--- config.mk ---
export PLATFORM = sky130hd
export DESIGN_NAME = cramer_rule_linear_solver_core
export DESIGN_NICKNAME = d
export VERILOG_FILES = /design/src/sv/crls_pkg.sv /design/src/sv/crls_div.sv /design/src/sv/cramer_rule_linear_solver_core.sv
export VERILOG_INCLUDE_DIRS = /design/src /design/src/sv
export SDC_FILE = /design/constraint.sdc
export NUM_CORES = 2
export LEC_CHECK = 0
export ABC_AREA = 1
export BUFFER_PORTS_ARGS = -buffer_cell sky130_fd_sc_hd__buf_4
export CAP_MARGIN = 20
export CELL_PAD_IN_SITES_DETAIL_PLACEMENT = 0
export CELL_PAD_IN_SITES_GLOBAL_PLACEMENT = 1
export CORE_MARGIN = 2
export CORE_UTILIZATION = 50
export DETAILED_ROUTE_END_ITERATION = 7
export PLACE_DENSITY = 0.86
export SLEW_MARGIN = 5
export SYNTH_ARGS = -nofsm -noshare
export SYNTH_HDL_FRONTEND = slang
export SYNTH_HIERARCHICAL = 1
export SYNTH_SLANG_ARGS = --single-unit
--- constraint.sdc ---
create_clock -name clk_i -period 10.7 [get_ports clk_i]
set_clock_uncertainty 0.05 [all_clocks]
set_input_delay 1.07 -clock clk_i [delete_from_list [all_inputs] [get_ports clk_i]]
set_output_delay 1.07 -clock clk_i [all_outputs]
set_load 0.01 [all_outputs]
--- src/sv/cramer_rule_linear_solver_core_defines.svh ---
// assertion macros for the cramer rule solver
`ifndef CRAMER_RULE_LINEAR_SOLVER_CORE_DEFINES_SVH
`define CRAMER_RULE_LINEAR_SOLVER_CORE_DEFINES_SVH

`ifndef SYNTHESIS
`define CRLS_ASSERT_IMPLY(name, clk, rst_n, ante, cons) \
  name: assert property (@(posedge clk) disable iff (!rst_n) (ante) |-> (cons)) \
    else $error("crls assertion failed");
`define CRLS_ASSERT_NEXT(name, clk, rst_n, ante, cons) \
  name: assert property (@(posedge clk) disable iff (!rst_n) (ante) |=> (cons)) \
    else $error("crls assertion failed");
`else
`define CRLS_ASSERT_IMPLY(name, clk, rst_n, ante, cons)
`define CRLS_ASSERT_NEXT(name, clk, rst_n, ante, cons)
`endif

`endif

--- src/sv/crls_pkg.sv ---
// shared types and constants of the cramer rule solver
`timescale 1ns / 1ps
package crls_pkg;

  localparam int DET_W      = 64;
  localparam int SOL_W      = 48;
  localparam int PERM_COUNT = 24;
  localparam int PERM_N     = 4;

  // column picked in each row, row 0 in the low bits
  localparam logic [7:0] PERM_TBL [PERM_COUNT] = '{
    {2'd3, 2'd2, 2'd1, 2'd0}, {2'd2, 2'd3, 2'd1, 2'd0},
    {2'd3, 2'd1, 2'd2, 2'd0}, {2'd1, 2'd3, 2'd2, 2'd0},
    {2'd2, 2'd1, 2'd3, 2'd0}, {2'd1, 2'd2, 2'd3, 2'd0},
    {2'd3, 2'd2, 2'd0, 2'd1}, {2'd2, 2'd3, 2'd0, 2'd1},
    {2'd3, 2'd0, 2'd2, 2'd1}, {2'd0, 2'd3, 2'd2, 2'd1},
    {2'd2, 2'd0, 2'd3, 2'd1}, {2'd0, 2'd2, 2'd3, 2'd1},
    {2'd3, 2'd1, 2'd0, 2'd2}, {2'd1, 2'd3, 2'd0, 2'd2},
    {2'd3, 2'd0, 2'd1, 2'd2}, {2'd0, 2'd3, 2'd1, 2'd2},
    {2'd1, 2'd0, 2'd3, 2'd2}, {2'd0, 2'd1, 2'd3, 2'd2},
    {2'd2, 2'd1, 2'd0, 2'd3}, {2'd1, 2'd2, 2'd0, 2'd3},
    {2'd2, 2'd0, 2'd1, 2'd3}, {2'd0, 2'd2, 2'd1, 2'd3},
    {2'd1, 2'd0, 2'd2, 2'd3}, {2'd0, 2'd1, 2'd2, 2'd3}
  };

  typedef enum logic [4:0] {
    S_IDLE = 5'b00001,
    S_MUL  = 5'b00010,
    S_DET  = 5'b00100,
    S_DIV  = 5'b01000,
    S_OUT  = 5'b10000
  } state_e;

  typedef struct packed {
    logic [SOL_W-1:0] solution;
    logic             saturated;
  } div_res_t;

endpackage

--- src/sv/crls_div.sv ---
// restoring divider giving a saturated signed fixed point quotient
`timescale 1ns / 1ps
module crls_div #(
  parameter int FRACTION_BITS = 16
) (
  input  logic                                clk_i,
  input  logic                                rst_ni,
  input  logic                                start_i,
  input  logic signed [crls_pkg::DET_W-1:0]   num_i,
  input  logic signed [crls_pkg::DET_W-1:0]   den_i,
  output logic                                done_o,
  output crls_pkg::div_res_t                  res_o
);
  import crls_pkg::*;

  localparam int DVD_W = DET_W + FRACTION_BITS;
  localparam int CNT_W = $clog2(DVD_W);

  logic [DVD_W-1:0] dvd_q, dvd_d;
  logic [DET_W:0]   rem_q, rem_d, rem_sh;
  logic [DET_W-1:0] den_q, den_d;
  logic [SOL_W:0]   quo_q, quo_d;
  logic             ovf_q, ovf_d;
  logic             neg_q, neg_d;
  logic [CNT_W-1:0] cnt_q, cnt_d;
  logic             busy_q, busy_d;
  logic             done_q, done_d;
  logic [DET_W-1:0] num_mag, den_mag;
  logic             ge;
  logic [SOL_W-1:0] limit, mag;
  logic             sat;

  assign num_mag = num_i[DET_W-1] ? DET_W'(-num_i) : DET_W'(num_i);
  assign den_mag = den_i[DET_W-1] ? DET_W'(-den_i) : DET_W'(den_i);
  assign rem_sh  = {rem_q[DET_W-1:0], dvd_q[DVD_W-1]};
  assign ge      = rem_sh >= {1'b0, den_q};

  always_comb begin
    dvd_d  = dvd_q;
    rem_d  = rem_q;
    den_d  = den_q;
    quo_d  = quo_q;
    ovf_d  = ovf_q;
    neg_d  = neg_q;
    cnt_d  = cnt_q;
    busy_d = busy_q;
    done_d = 1'b0;
    if (start_i) begin
      dvd_d  = DVD_W'(num_mag) << FRACTION_BITS;
      rem_d  = '0;
      den_d  = den_mag;
      quo_d  = '0;
      ovf_d  = 1'b0;
      neg_d  = num_i[DET_W-1] ^ den_i[DET_W-1];
      cnt_d  = '0;
      busy_d = 1'b1;
    end else if (busy_q) begin
      dvd_d = dvd_q << 1;
      rem_d = ge ? rem_sh - {1'b0, den_q} : rem_sh;
      quo_d = {quo_q[SOL_W-1:0], ge};
      ovf_d = ovf_q | quo_q[SOL_W];
      cnt_d = cnt_q + 1'b1;
      if (cnt_q == CNT_W'(DVD_W - 1)) begin
        busy_d = 1'b0;
        done_d = 1'b1;
      end
    end
  end

  always_ff @(posedge clk_i or negedge rst_ni) begin
    if (!rst_ni) begin
      busy_q <= 1'b0;
      done_q <= 1'b0;
      cnt_q  <= '0;
    end else begin
      busy_q <= busy_d;
      done_q <= done_d;
      cnt_q  <= cnt_d;
    end
  end

  always_ff @(posedge clk_i) begin
    dvd_q <= dvd_d;
    rem_q <= rem_d;
    den_q <= den_d;
    quo_q <= quo_d;
    ovf_q <= ovf_d;
    neg_q <= neg_d;
  end

  assign limit = neg_q ? {1'b1, {(SOL_W-1){1'b0}}} : {1'b0, {(SOL_W-1){1'b1}}};
  assign sat   = ovf_q | (quo_q > {1'b0, limit});
  assign mag   = sat ? limit : quo_q[SOL_W-1:0];

  assign done_o             = done_q;
  assign res_o.saturated    = sat;
  assign res_o.solution     = neg_q ? -mag : mag;

endmodule

--- src/sv/cramer_rule_linear_solver_core.sv ---
// cramer rule solver top: stores, determinant sequencer and output register
//
// channel  dir  handshake                 word
// in       in   in_valid_i / in_ready_o   row, col, rhs flag, value, last
// out      out  out_valid_o / out_ready_i unknown index, solution, flags
// cfg      in   cfg_valid_i / cfg_ready_o system size
//
// a word with last starts a solve
// each determinant is 24 permutation products on one shared multiplier
// each unknown's determinant is then divided by the system determinant in the bit serial divider
// input is not ready from the start of a solve until its last result word is taken
`timescale 1ns / 1ps
`include "cramer_rule_linear_solver_core_defines.svh"
module cramer_rule_linear_solver_core #(
  parameter int MAX_UNKNOWNS  = 4,
  parameter int VALUE_BITS    = 12,
  parameter int FRACTION_BITS = 16
) (
  input  logic                              clk_i,
  input  logic                              rst_ni,
  input  logic                              cfg_valid_i,
  output logic                              cfg_ready_o,
  input  logic [2:0]                        cfg_data_i,
  input  logic                              in_valid_i,
  output logic                              in_ready_o,
  input  logic [1:0]                        row_index_i,
  input  logic [1:0]                        col_index_i,
  input  logic                              is_rhs_i,
  input  logic signed [11:0]                value_i,
  input  logic                              last_i,
  output logic                              out_valid_o,
  input  logic                              out_ready_i,
  output logic [1:0]                        unknown_index_o,
  output logic signed [crls_pkg::SOL_W-1:0] solution_o,
  output logic                              singular_o,
  output logic                              saturated_o,
  output logic                              last_result_o
);
  import crls_pkg::*;

  localparam int IDX_W  = (MAX_UNKNOWNS > 1) ? $clog2(MAX_UNKNOWNS) : 1;
  localparam int PROD_W = PERM_N * VALUE_BITS;
  localparam int MUL_W  = PROD_W + VALUE_BITS;

  logic signed [VALUE_BITS-1:0] coef_q [MAX_UNKNOWNS][MAX_UNKNOWNS];
  logic signed [VALUE_BITS-1:0] rhs_q  [MAX_UNKNOWNS];

  state_e                   state_q, state_d;
  logic [2:0]               size_q;
  logic [2:0]               nsel;
  logic [4:0]               perm_q, perm_d;
  logic [2:0]               row_q, row_d;
  logic                     sub_q, sub_d;
  logic [1:0]               col_q, col_d;
  logic signed [PROD_W-1:0] prod_q, prod_d;
  logic signed [DET_W-1:0]  acc_q, acc_d;
  logic signed [DET_W-1:0]  det_q, det_d;
  logic signed [DET_W-1:0]  prod_ext;

  logic                     ov_q, ov_d;
  logic [1:0]               ou_q, ou_d;
  logic [SOL_W-1:0]         os_q, os_d;
  logic                     osing_q, osing_d;
  logic                     osat_q, osat_d;
  logic                     olast_q, olast_d;

  logic                     in_acc, out_acc;
  logic [1:0]               r, c;
  logic                     in_sys;
  logic signed [VALUE_BITS-1:0] elem;
  logic signed [MUL_W-1:0]  mul_full;
  logic                     div_start, div_done;
  div_res_t                 div_res;
  logic                     col_last;

  assign cfg_ready_o = 1'b1;
  assign in_ready_o  = (state_q == S_IDLE);
  assign in_acc      = in_valid_i && in_ready_o;
  assign out_acc     = ov_q && out_ready_i;

  assign nsel = (size_q == 3'd0) ? 3'd1 :
                (size_q > 3'(MAX_UNKNOWNS)) ? 3'(MAX_UNKNOWNS) : size_q;

  always_ff @(posedge clk_i or negedge rst_ni) begin
    if (!rst_ni) begin
      size_q <= 3'd3;
    end else if (cfg_valid_i && cfg_ready_o) begin
      size_q <= cfg_data_i;
    end
  end

  always_ff @(posedge clk_i) begin
    if (in_acc) begin
      if (is_rhs_i) begin
        if ({1'b0, row_index_i} < 3'(MAX_UNKNOWNS)) begin
          rhs_q[row_index_i[IDX_W-1:0]] <= value_i[VALUE_BITS-1:0];
        end
      end else if (({1'b0, row_index_i} < 3'(MAX_UNKNOWNS)) &&
                   ({1'b0, col_index_i} < 3'(MAX_UNKNOWNS))) begin
        coef_q[row_index_i[IDX_W-1:0]][col_index_i[IDX_W-1:0]] <=
          value_i[VALUE_BITS-1:0];
      end
    end
  end

  // entries outside the active system act as the identity
  assign r      = row_q[1:0];
  assign c      = PERM_TBL[perm_q][2*r +: 2];
  assign in_sys = ({1'b0, r} < nsel) && ({1'b0, c} < nsel);

  always_comb begin
    if (in_sys) begin
      if (sub_q && (c == col_q)) begin
        elem = rhs_q[r[IDX_W-1:0]];
      end else begin
        elem = coef_q[r[IDX_W-1:0]][c[IDX_W-1:0]];
      end
    end else begin
      elem = (r == c) ? VALUE_BITS'(1) : '0;
    end
  end

  assign mul_full = prod_q * elem;
  assign prod_ext = {{(DET_W-PROD_W){prod_q[PROD_W-1]}}, prod_q};
  assign col_last = ({1'b0, col_q} == nsel - 3'd1);

  always_comb begin
    state_d   = state_q;
    perm_d    = perm_q;
    row_d     = row_q;
    sub_d     = sub_q;
    col_d     = col_q;
    prod_d    = prod_q;
    acc_d     = acc_q;
    det_d     = det_q;
    ov_d      = ov_q;
    ou_d      = ou_q;
    os_d      = os_q;
    osing_d   = osing_q;
    osat_d    = osat_q;
    olast_d   = olast_q;
    div_start = 1'b0;
    case (state_q)
      S_IDLE: begin
        if (in_acc && last_i) begin
          acc_d   = '0;
          perm_d  = '0;
          row_d   = '0;
          sub_d   = 1'b0;
          col_d   = '0;
          state_d = S_MUL;
        end
      end
      S_MUL: begin
        if (row_q < 3'(PERM_N)) begin
          prod_d = (row_q == 3'd0) ? PROD_W'(elem) : mul_full[PROD_W-1:0];
          row_d  = row_q + 3'd1;
        end else begin
          acc_d = (perm_q[0] ^ perm_q[1]) ? acc_q - prod_ext : acc_q + prod_ext;
          row_d = '0;
          if (perm_q == 5'(PERM_COUNT - 1)) begin
            state_d = S_DET;
          end else begin
            perm_d = perm_q + 5'd1;
          end
        end
      end
      S_DET: begin
        if (sub_q) begin
          div_start = 1'b1;
          state_d   = S_DIV;
        end else begin
          det_d = acc_q;
          if (acc_q == '0) begin
            ov_d    = 1'b1;
            ou_d    = '0;
            os_d    = '0;
            osing_d = 1'b1;
            osat_d  = 1'b0;
            olast_d = 1'b1;
            state_d = S_OUT;
          end else begin
            sub_d   = 1'b1;
            col_d   = '0;
            acc_d   = '0;
            perm_d  = '0;
            row_d   = '0;
            state_d = S_MUL;
          end
        end
      end
      S_DIV: begin
        if (div_done) begin
          ov_d    = 1'b1;
          ou_d    = col_q;
          os_d    = div_res.solution;
          osing_d = 1'b0;
          osat_d  = div_res.saturated;
          olast_d = col_last;
          state_d = S_OUT;
        end
      end
      S_OUT: begin
        if (out_acc) begin
          ov_d = 1'b0;
          if (olast_q) begin
            state_d = S_IDLE;
          end else begin
            col_d   = col_q + 2'd1;
            acc_d   = '0;
            perm_d  = '0;
            row_d   = '0;
            state_d = S_MUL;
          end
        end
      end
      default: begin
        state_d = S_IDLE;
        ov_d    = 1'b0;
      end
    endcase
  end

  always_ff @(posedge clk_i or negedge rst_ni) begin
    if (!rst_ni) begin
      state_q <= S_IDLE;
      ov_q    <= 1'b0;
      perm_q  <= '0;
      row_q   <= '0;
      sub_q   <= 1'b0;
      col_q   <= '0;
      det_q   <= '0;
    end else begin
      state_q <= state_d;
      ov_q    <= ov_d;
      perm_q  <= perm_d;
      row_q   <= row_d;
      sub_q   <= sub_d;
      col_q   <= col_d;
      det_q   <= det_d;
    end
  end

  always_ff @(posedge clk_i) begin
    prod_q  <= prod_d;
    acc_q   <= acc_d;
    ou_q    <= ou_d;
    os_q    <= os_d;
    osing_q <= osing_d;
    osat_q  <= osat_d;
    olast_q <= olast_d;
  end

  crls_div #(
    .FRACTION_BITS(FRACTION_BITS)
  ) u_div (
    .clk_i  (clk_i),
    .rst_ni (rst_ni),
    .start_i(div_start),
    .num_i  (acc_q),
    .den_i  (det_q),
    .done_o (div_done),
    .res_o  (div_res)
  );

  assign out_valid_o     = ov_q;
  assign unknown_index_o = ou_q;
  assign solution_o      = os_q;
  assign singular_o      = osing_q;
  assign saturated_o     = osat_q;
  assign last_result_o   = olast_q;

  `CRLS_ASSERT_IMPLY(a_singular_is_last, clk_i, rst_ni, out_valid_o && singular_o, last_result_o && !saturated_o)
  `CRLS_ASSERT_IMPLY(a_idle_no_result, clk_i, rst_ni, in_ready_o, !out_valid_o)
  `CRLS_ASSERT_IMPLY(a_last_index, clk_i, rst_ni, out_valid_o && !singular_o && last_result_o, {1'b0, unknown_index_o} == nsel - 3'd1)
  `CRLS_ASSERT_NEXT(a_div_to_out, clk_i, rst_ni, div_done && state_q == S_DIV, out_valid_o)

endmodule

# Word-level counts from Yosys, hierarchy flattened
# Memories as Yosys holds them, arrays and structs flattened.
# Index checks and enable logic that the tools add are counted.
[totals]
n_memories = 3
in_bits = 26
out_inout_bits = 56
romBits = 256
register_bits = 501
mem_bits_rw = 240
word_cells = 205
[mem_list]
columns = ["memory", "depth", "width", "rd", "rd_ports_with_merged_regs", "wr", "line_no", "source"]
rows = [
  ["(no name shown)", 32, 8, 1, 0, 0, "cramer_rule_linear_solver_core.sv:108", "assign c = PERM_TBL[perm_q][2*r +: 2];"],
  ["coef_q", 4, 48, 1, 0, 1, "cramer_rule_linear_solver_core.sv:45", "logic signed [VALUE_BITS-1:0] coef_q [MAX_UNKNOWNS][MAX_UNKNOWNS];"],
  ["rhs_q", 4, 12, 1, 0, 1, "cramer_rule_linear_solver_core.sv:46", "logic signed [VALUE_BITS-1:0] rhs_q [MAX_UNKNOWNS];"],
]
[classes]
n_addsub = 11
n_reduce_logical = 25
eq_ne = 20
mux = 100
shift = 1
multipliers = 1
bitwise = 9
n_lt_le_gt_ge = 10
[op_table]
columns = ["cell", "n"]
rows = [
  ["2-to-1 mux 64 bit", 9],
  ["2-to-1 mux 48 bit", 8],
  ["one-hot mux 64 bit (4 select lines)", 1],
  ["2-to-1 mux 80 bit", 2],
  ["negation 64 bit", 2],
  ["one-hot mux 48 bit (2 select lines)", 1],
  ["2-to-1 mux 5 bit", 14],
  [">= comparator 65 x 64 -> 1 bit", 1],
  ["adder 64 x 48 -> 64 bit", 1],
  ["zero test 64 bit", 1],
  ["subtractor 64 x 48 -> 64 bit", 1],
  ["subtractor 64 bit", 1],
  ["2-to-1 mux 63 bit", 1],
  ["2-to-1 mux 12 bit", 5],
  ["greater-than comparator 49 x 48 -> 1 bit", 1],
  ["multiplier 48 x 12 -> 48 bit", 1],
  ["negation 48 bit", 1],
  ["2-to-1 mux 1 bit", 26],
  ["one-hot mux 5 bit (5 select lines)", 1],
  ["binary-select mux 12 bit (select 2 bit)", 1],
  ["demux 12 bit (select 2 bit)", 1],
  ["2-to-1 mux 3 bit", 8],
  ["one-hot mux 5 bit (4 select lines)", 1],
  ["2-to-1 mux 2 bit", 9],
  ["other kinds (46)", 79],
]

# Depth between registers and ports, before layout
[depth]
ltp_word = 13
mapped_depth = 50
ltp_nobuf = 47

# Modules after synthesis
# Netlist, hierarchy kept.
[modules_own_cells]
columns = ["mod", "seq_area_each_um2", "area_per_inst_um2", "cells_per_inst", "instances"]
rows = [
  ["cramer_rule_linear_solver_core", 14267.4, 40358.7, 4469, 1],
  ["crls_div", 6381.1, 20683.6, 3027, 1],
]

# Least setup slack after synthesis
# No wires, ideal clock.
[synth_timing]
path_kind = "flip-flop to flip-flop"
startpoint = "register perm_q[0]"
endpoint = "register prod_q[43] (data pin)"
setup_time_ns = 0.267
arrival_ns = 7.987
stages_incl_launch_ff = 45
slack_ns = 2.396
n_path_buf = 3
required_time_ns = 10.383
synth_period_minus_slack_ns = 8.304
cell_sequence = "dfrtp_1 -> inv_1 -> ha_1 -> inv_1 -> nand2_1 -> nand3_1 -> nand2_1 -> inv_1 -> nand2_1 -> nand2_1 -> nand2_2 -> nand2_2 -> inv_1 -> buf_2 -> ha_1 -> a211oi_1 -> nand2_2 -> nand2_8 -> [... 9 more ...] -> fa_1 -> inv_1 -> fa_1 -> inv_1 -> ha_1 -> a21oi_1 -> a21boi_0 -> o21ai_0 -> a21boi_1 -> inv_1 -> a21o_1 -> a21oi_1 -> o21ai_0 -> a21oi_1 -> inv_1 -> a21o_1 -> xnor2_1 -> o21ai_0"
[synth_via]
elab_chain_cells = 13
word_cells_on_any_way = 19
cone_classes = "1 x mul; 1 x order compare; 2 x eq/ne; 1 x shift; 9 x mux; 2 x bitwise; 2 x reduce/logical; 1 x memory"
[synth_lines]
columns = ["item", "line_no", "source"]
rows = [
  ["start: declaration", "cramer_rule_linear_solver_core.sv:51", "logic [4:0] perm_q, perm_d;"],
  ["start signal: assignment", "cramer_rule_linear_solver_core.sv:236", "perm_q <= perm_d;"],
  ["inverter 5 -> 6 bit (implied by the code) (*)", "cramer_rule_linear_solver_core.sv:108", ""],
  ["memory (32 x 8 bit) (*)", "--", ""],
  ["2-to-1 mux 8 bit (implied by the code) (*) (2 in series)", "cramer_rule_linear_solver_core.sv:108", ""],
  ["indexed part select 8 x 4 -> 2 bit (*)", "cramer_rule_linear_solver_core.sv:108", ""],
  ["inverter 2 -> 3 bit (implied by the code)", "cramer_rule_linear_solver_core.sv:116", "elem = coef_q[r[IDX_W-1:0]][c[IDX_W-1:0]];"],
  ["binary-select mux 12 bit (select 2 bit)", "cramer_rule_linear_solver_core.sv:116", ""],
  ["2-to-1 mux 12 bit (implied by the code) (2 in series)", "cramer_rule_linear_solver_core.sv:116", ""],
  ["2-to-1 mux 12 bit", "cramer_rule_linear_solver_core.sv:113", "if (sub_q && (c == col_q)) begin"],
  ["2-to-1 mux 12 bit (*)", "cramer_rule_linear_solver_core.sv:112", "if (in_sys) begin"],
  ["multiplier 48 x 12 -> 48 bit", "cramer_rule_linear_solver_core.sv:123", "assign mul_full = prod_q * elem;"],
  ["2-to-1 mux 48 bit (*)", "cramer_rule_linear_solver_core.sv:156", "prod_d = (row_q == 3'd0) ? PROD_W'(elem) : mul_full[PROD_W-1:0];"],
  ["end signal: assignment", "cramer_rule_linear_solver_core.sv:245", "prod_q <= prod_d;"],
  ["end: declaration", "cramer_rule_linear_solver_core.sv:55", "logic signed [PROD_W-1:0] prod_q, prod_d;"],
]
# Every way passes the cells marked *; elsewhere a longest branch is shown, timed or not. The select of a mux whose other input is x is not followed.
# A chain may end at the register's enable or synchronous reset.

# Worst setup path after layout
[layout_timing]
startpoint = "register perm_q[1]"
endpoint = "register prod_q[44] (data pin)"
# The elaborated chain is that of the path after synthesis.

==> results.md <==
Worst setup path:
- Data arrives at the worst endpoint at approximately 10 ns.
- The most numerous cell type found on the critical path is sky130_fd_sc_hd__nand2_1.
- The critical path in this run is classified as reg -> reg.
- The launch instance of the worst register-to-register path is perm_q[1]$_DFFE_PN0P_.
- Of all nets on the critical path, the largest fanout is 27.
- The count of buffer and inverter cells on the critical path is 7.
- In this run the critical register-to-register path is captured at prod_q[44]$_DFFE_PP_.
- The slowest stage of the critical path belongs to the cell sky130_fd_sc_hd__fa_1.
- The critical path launch point type is a register.
- Among cell families on the critical path, the largest total delay comes from adder cells.
- At the worst endpoint, the required time is roughly 11 ns.
- The worst setup path is captured at a register.
- In this design, the stage delay of the slowest critical-path cell is roughly 0.54 ns.
- The setup slack of the worst register-to-register path is roughly 0.73 ns.
- The worst register-to-register path has a depth of 40.

Cells and area:
- Leaving out fill and tap cells, the most frequent cell in the layout is sky130_fd_sc_hd__nand2_1.
- The number of inserted diodes is 0.
- The share of cells above drive strength 1 is about 7.5%.
- In the layout the commonest cells are sky130_fd_sc_hd__nand2_1, sky130_fd_sc_hd__inv_1, sky130_fd_sc_hd__nor2_1, sky130_fd_sc_hd__edfxtp_1, sky130_fd_sc_hd__a21oi_1.
- Relative to the synthesized area, the layout overhead comes to 8.40%.
- After the last flow step, the layout net total stands at between 8000 and 9000.

Detailed routing:
- The count of nets left with antenna violations once routing finished came out at 0.
- The detailed-routing iteration count for the pre-antenna-repair pass is 7.
- The total DRC errors in the routed layout is 0.
- The mean routed wirelength per cell is slightly below 20 um.
- The total wirelength of the detailed-routed design is ~180 mm.
- In this run, the number of DRC markers left after iteration 0 of detailed routing was between 3000 and 4000.
- The average via count per standard cell is 5.55.
- The via total after detailed routing is about 51000.

STA:
- Setup repair after global routing left no endpoint under its margin.
- The timing-limited maximum frequency is 100 MHz.
- The worst pin sits at a relative slew slack of between 20% and 30%.
- The time the final worst path needs with I/O delays and setup is 9.97 ns.
- The final critical path takes up a little over 90% of the cycle.
- The number of hold-slack violations in the final timing report is 0.
- For the pin with the worst max-slew slack, the measured transition is 1.09 ns.
- The final number of max-transition violations is 0.
- Setup violations remaining at the end of the flow were counted as 0.
- The final setup TNS is 0 ns.

Clock network:
- The CTS tree is built.
- The total number of H-tree levels is 3.
- The later pin in the worst-skew pair is clocked with a latency of between 0.7 and 0.8 ns.
- The sink count of the clock tree is 741.
- In this run, post-CTS hold repair placed 0 buffers.
- The tree is rooted in a sky130_fd_sc_hd__clkbuf_16.
- The buffer levels on the longest clock path is 3.
- Clock-pin slew was measured on the worst setup and hold paths at 0.07 ns.
- Clock tree synthesis inserted a total of 87 buffers.

Synthesis:
- Dividing the synthesized area by the synthesized cell count gives between 8 and 9 sq um.
- After synthesis, the share of flip-flops with an asynchronous set or reset is between 10% and 20%.
- The flip-flop and latch count after synthesis is ~740.
- The synthesized instance count is ~7500.
- For this run, the register share of the synthesized area comes to between 30% and 40%.
- The netlist uses 75 different library cells.
- The post-synthesis net count is between 8000 and 9000.
- The yosys synthesis warning count is 6.
- The most common flop cell mapped by yosys is sky130_fd_sc_hd__edfxtp_1.
- The synthesized design contains about 530 enable-type register cells.
- The synthesized cell area is ~60000 sq um.

Run:
- The number of max-cap violations is 0.

Hold path:
- The tightest min-delay check is of the in -> async type.

Floorplan:
- The starting density of the core is 50.3%.
- In this run the standard cell core region covers 121000 sq um.
- The x dimension of the die is approximately 350 um.
- After floorplanning, the core was divided into 128 placement rows.
- In this run the count of I/O pins placed on the die edge is around 80.
- The die is approximately 350 um tall.
- The area of the die is around 120000 sq um.

GRT:
- Across every metal layer, demand over resource in global routing totals about 28%.
- The maximum number of pins on one net before global-route repair is 93.
- The via count of the first global-routing pass was slightly above 50000.
- The wire length of the first global-routing pass is about 280 mm.
- The sum of overflow across all layers after global routing is 0.
- The initial antenna violation count is 2.

Place:
- The final weighted congestion in routability-driven placement is 0.949.
- Port buffering added 80 buffers.
- After legalization and detailed placement, the total HPWL measured 134 mm.

Status:
- The run finished with clean final reports.
[synthesized netlist by cell type, drive strengths merged (32+ instances only)]
cell	number	area (sq um)
o21a	39	293
xnor2	73	639
nor3	66	392
o22ai	59	369
fa	402	8050
dfrtp	90	2250
nand2	1498	5810
nand3	399	2150
nor2	943	3700
o21ai	426	2160
a21oi	448	2250
dfxtp	114	2280
buf	88	549
a22oi	32	240
nor4	65	419
edfxtp	534	16000
nand4	68	457
clkbuf	185	694
mux2	66	743
ha	303	3790
a31oi	68	425
inv	1169	4390
xor2	172	1510
[layout make-up]
class | instances | area [sq um]
Clock inverter | 52 | 623
Multi-Input combinational cell | 5299 | 34800
Inverter | 1183 | 4460
Fill cell | 11500 | 55200
Tap cell | 1625 | 2030
Sequential cell | 741 | 20700
Timing Repair Buffer | 158 | 1200
Clock buffer | 112 | 2430
[registers in the layout, summed over array words and instances, names as in the netlist, 48 cells and up]
register	cells
u_div/quo_q	49
u_div/den_q	64
u_div/rem_q	64
u_div/dvd_q	64
prod_q	48
solution_o	48
acc_q	64
det_q	64
rhs_q	48
coef_q	192
[metrics by stage]
stage	util (%)	hold slack, ns	cells	cell area, sq um	worst slack (ns)
finish	54.5	0.221	9170	66200	0.732
global route	54.5	0.230	9170	66200	0.0347
CTS	54.5	0.196	9170	66100	0.482
detailed placement	52.0	0.414	9006	63100	0.566
global placement	52.0	0.405	9006	63100	0.681
floorplan	-	0.394	7496	61000	2.40
[logic make-up (layout without fill, tap and decap cells)]
family	after synthesis	after routing	share of synthesized area [%]
compound gates	1193	1193	11.0
mux	66	66	1.22
buf+inv	1456	1505	9.32
fa+ha+maj	705	705	19.4
simple gates	3089	3089	21.7
xor+xnor	245	245	3.53
flops	741	741	33.8
other cells	1	1	0.00614
[worst max-delay path by stage]
stage | from | endpoint | depth (start not counted)
after floorplan | perm_q[0]$_DFFE_PN0P_ | prod_q[43]$_DFFE_PP_ | 44
after detailed placement | perm_q[1]$_DFFE_PN0P_ | prod_q[41]$_DFFE_PP_ | 43
after global routing | perm_q[1]$_DFFE_PN0P_ | prod_q[41]$_DFFE_PP_ | 42
final | perm_q[1]$_DFFE_PN0P_ | prod_q[44]$_DFFE_PP_ | 40
after CTS | perm_q[1]$_DFFE_PN0P_ | prod_q[41]$_DFFE_PP_ | 43
after global placement | perm_q[1]$_DFFE_PN0P_ | prod_q[41]$_DFFE_PP_ | 42
[metal layers]
| layer | track usage, % | routed length [um] |
|---|---|---|
| met5 | 0 | 32 |
| met4 | 10.1 | 6500 |
| met3 | 4.12 | 10600 |
| met2 | 47.0 | 83500 |
| met1 | 37.8 | 76300 |
[timing repair]
action | 4_1_cts | 5_1_grt
resized for setup | 0 | 5
setup buffers | 0 | 0
endpoints found under the setup margin | 0 | 13
[worst reg2reg max path, delay by kind of cell, from the launching register on]
family          cells  cell delay [ns]
simple gates       17             2.27
buf+inv             7             1.43
flops               1             0.50
compound gates      9             2.19
fa+ha+maj           7             3.23
Power is left out: the tool's default activity adds up to more than one toggle a clock period on the data nets, which glitch-free logic cannot reach.
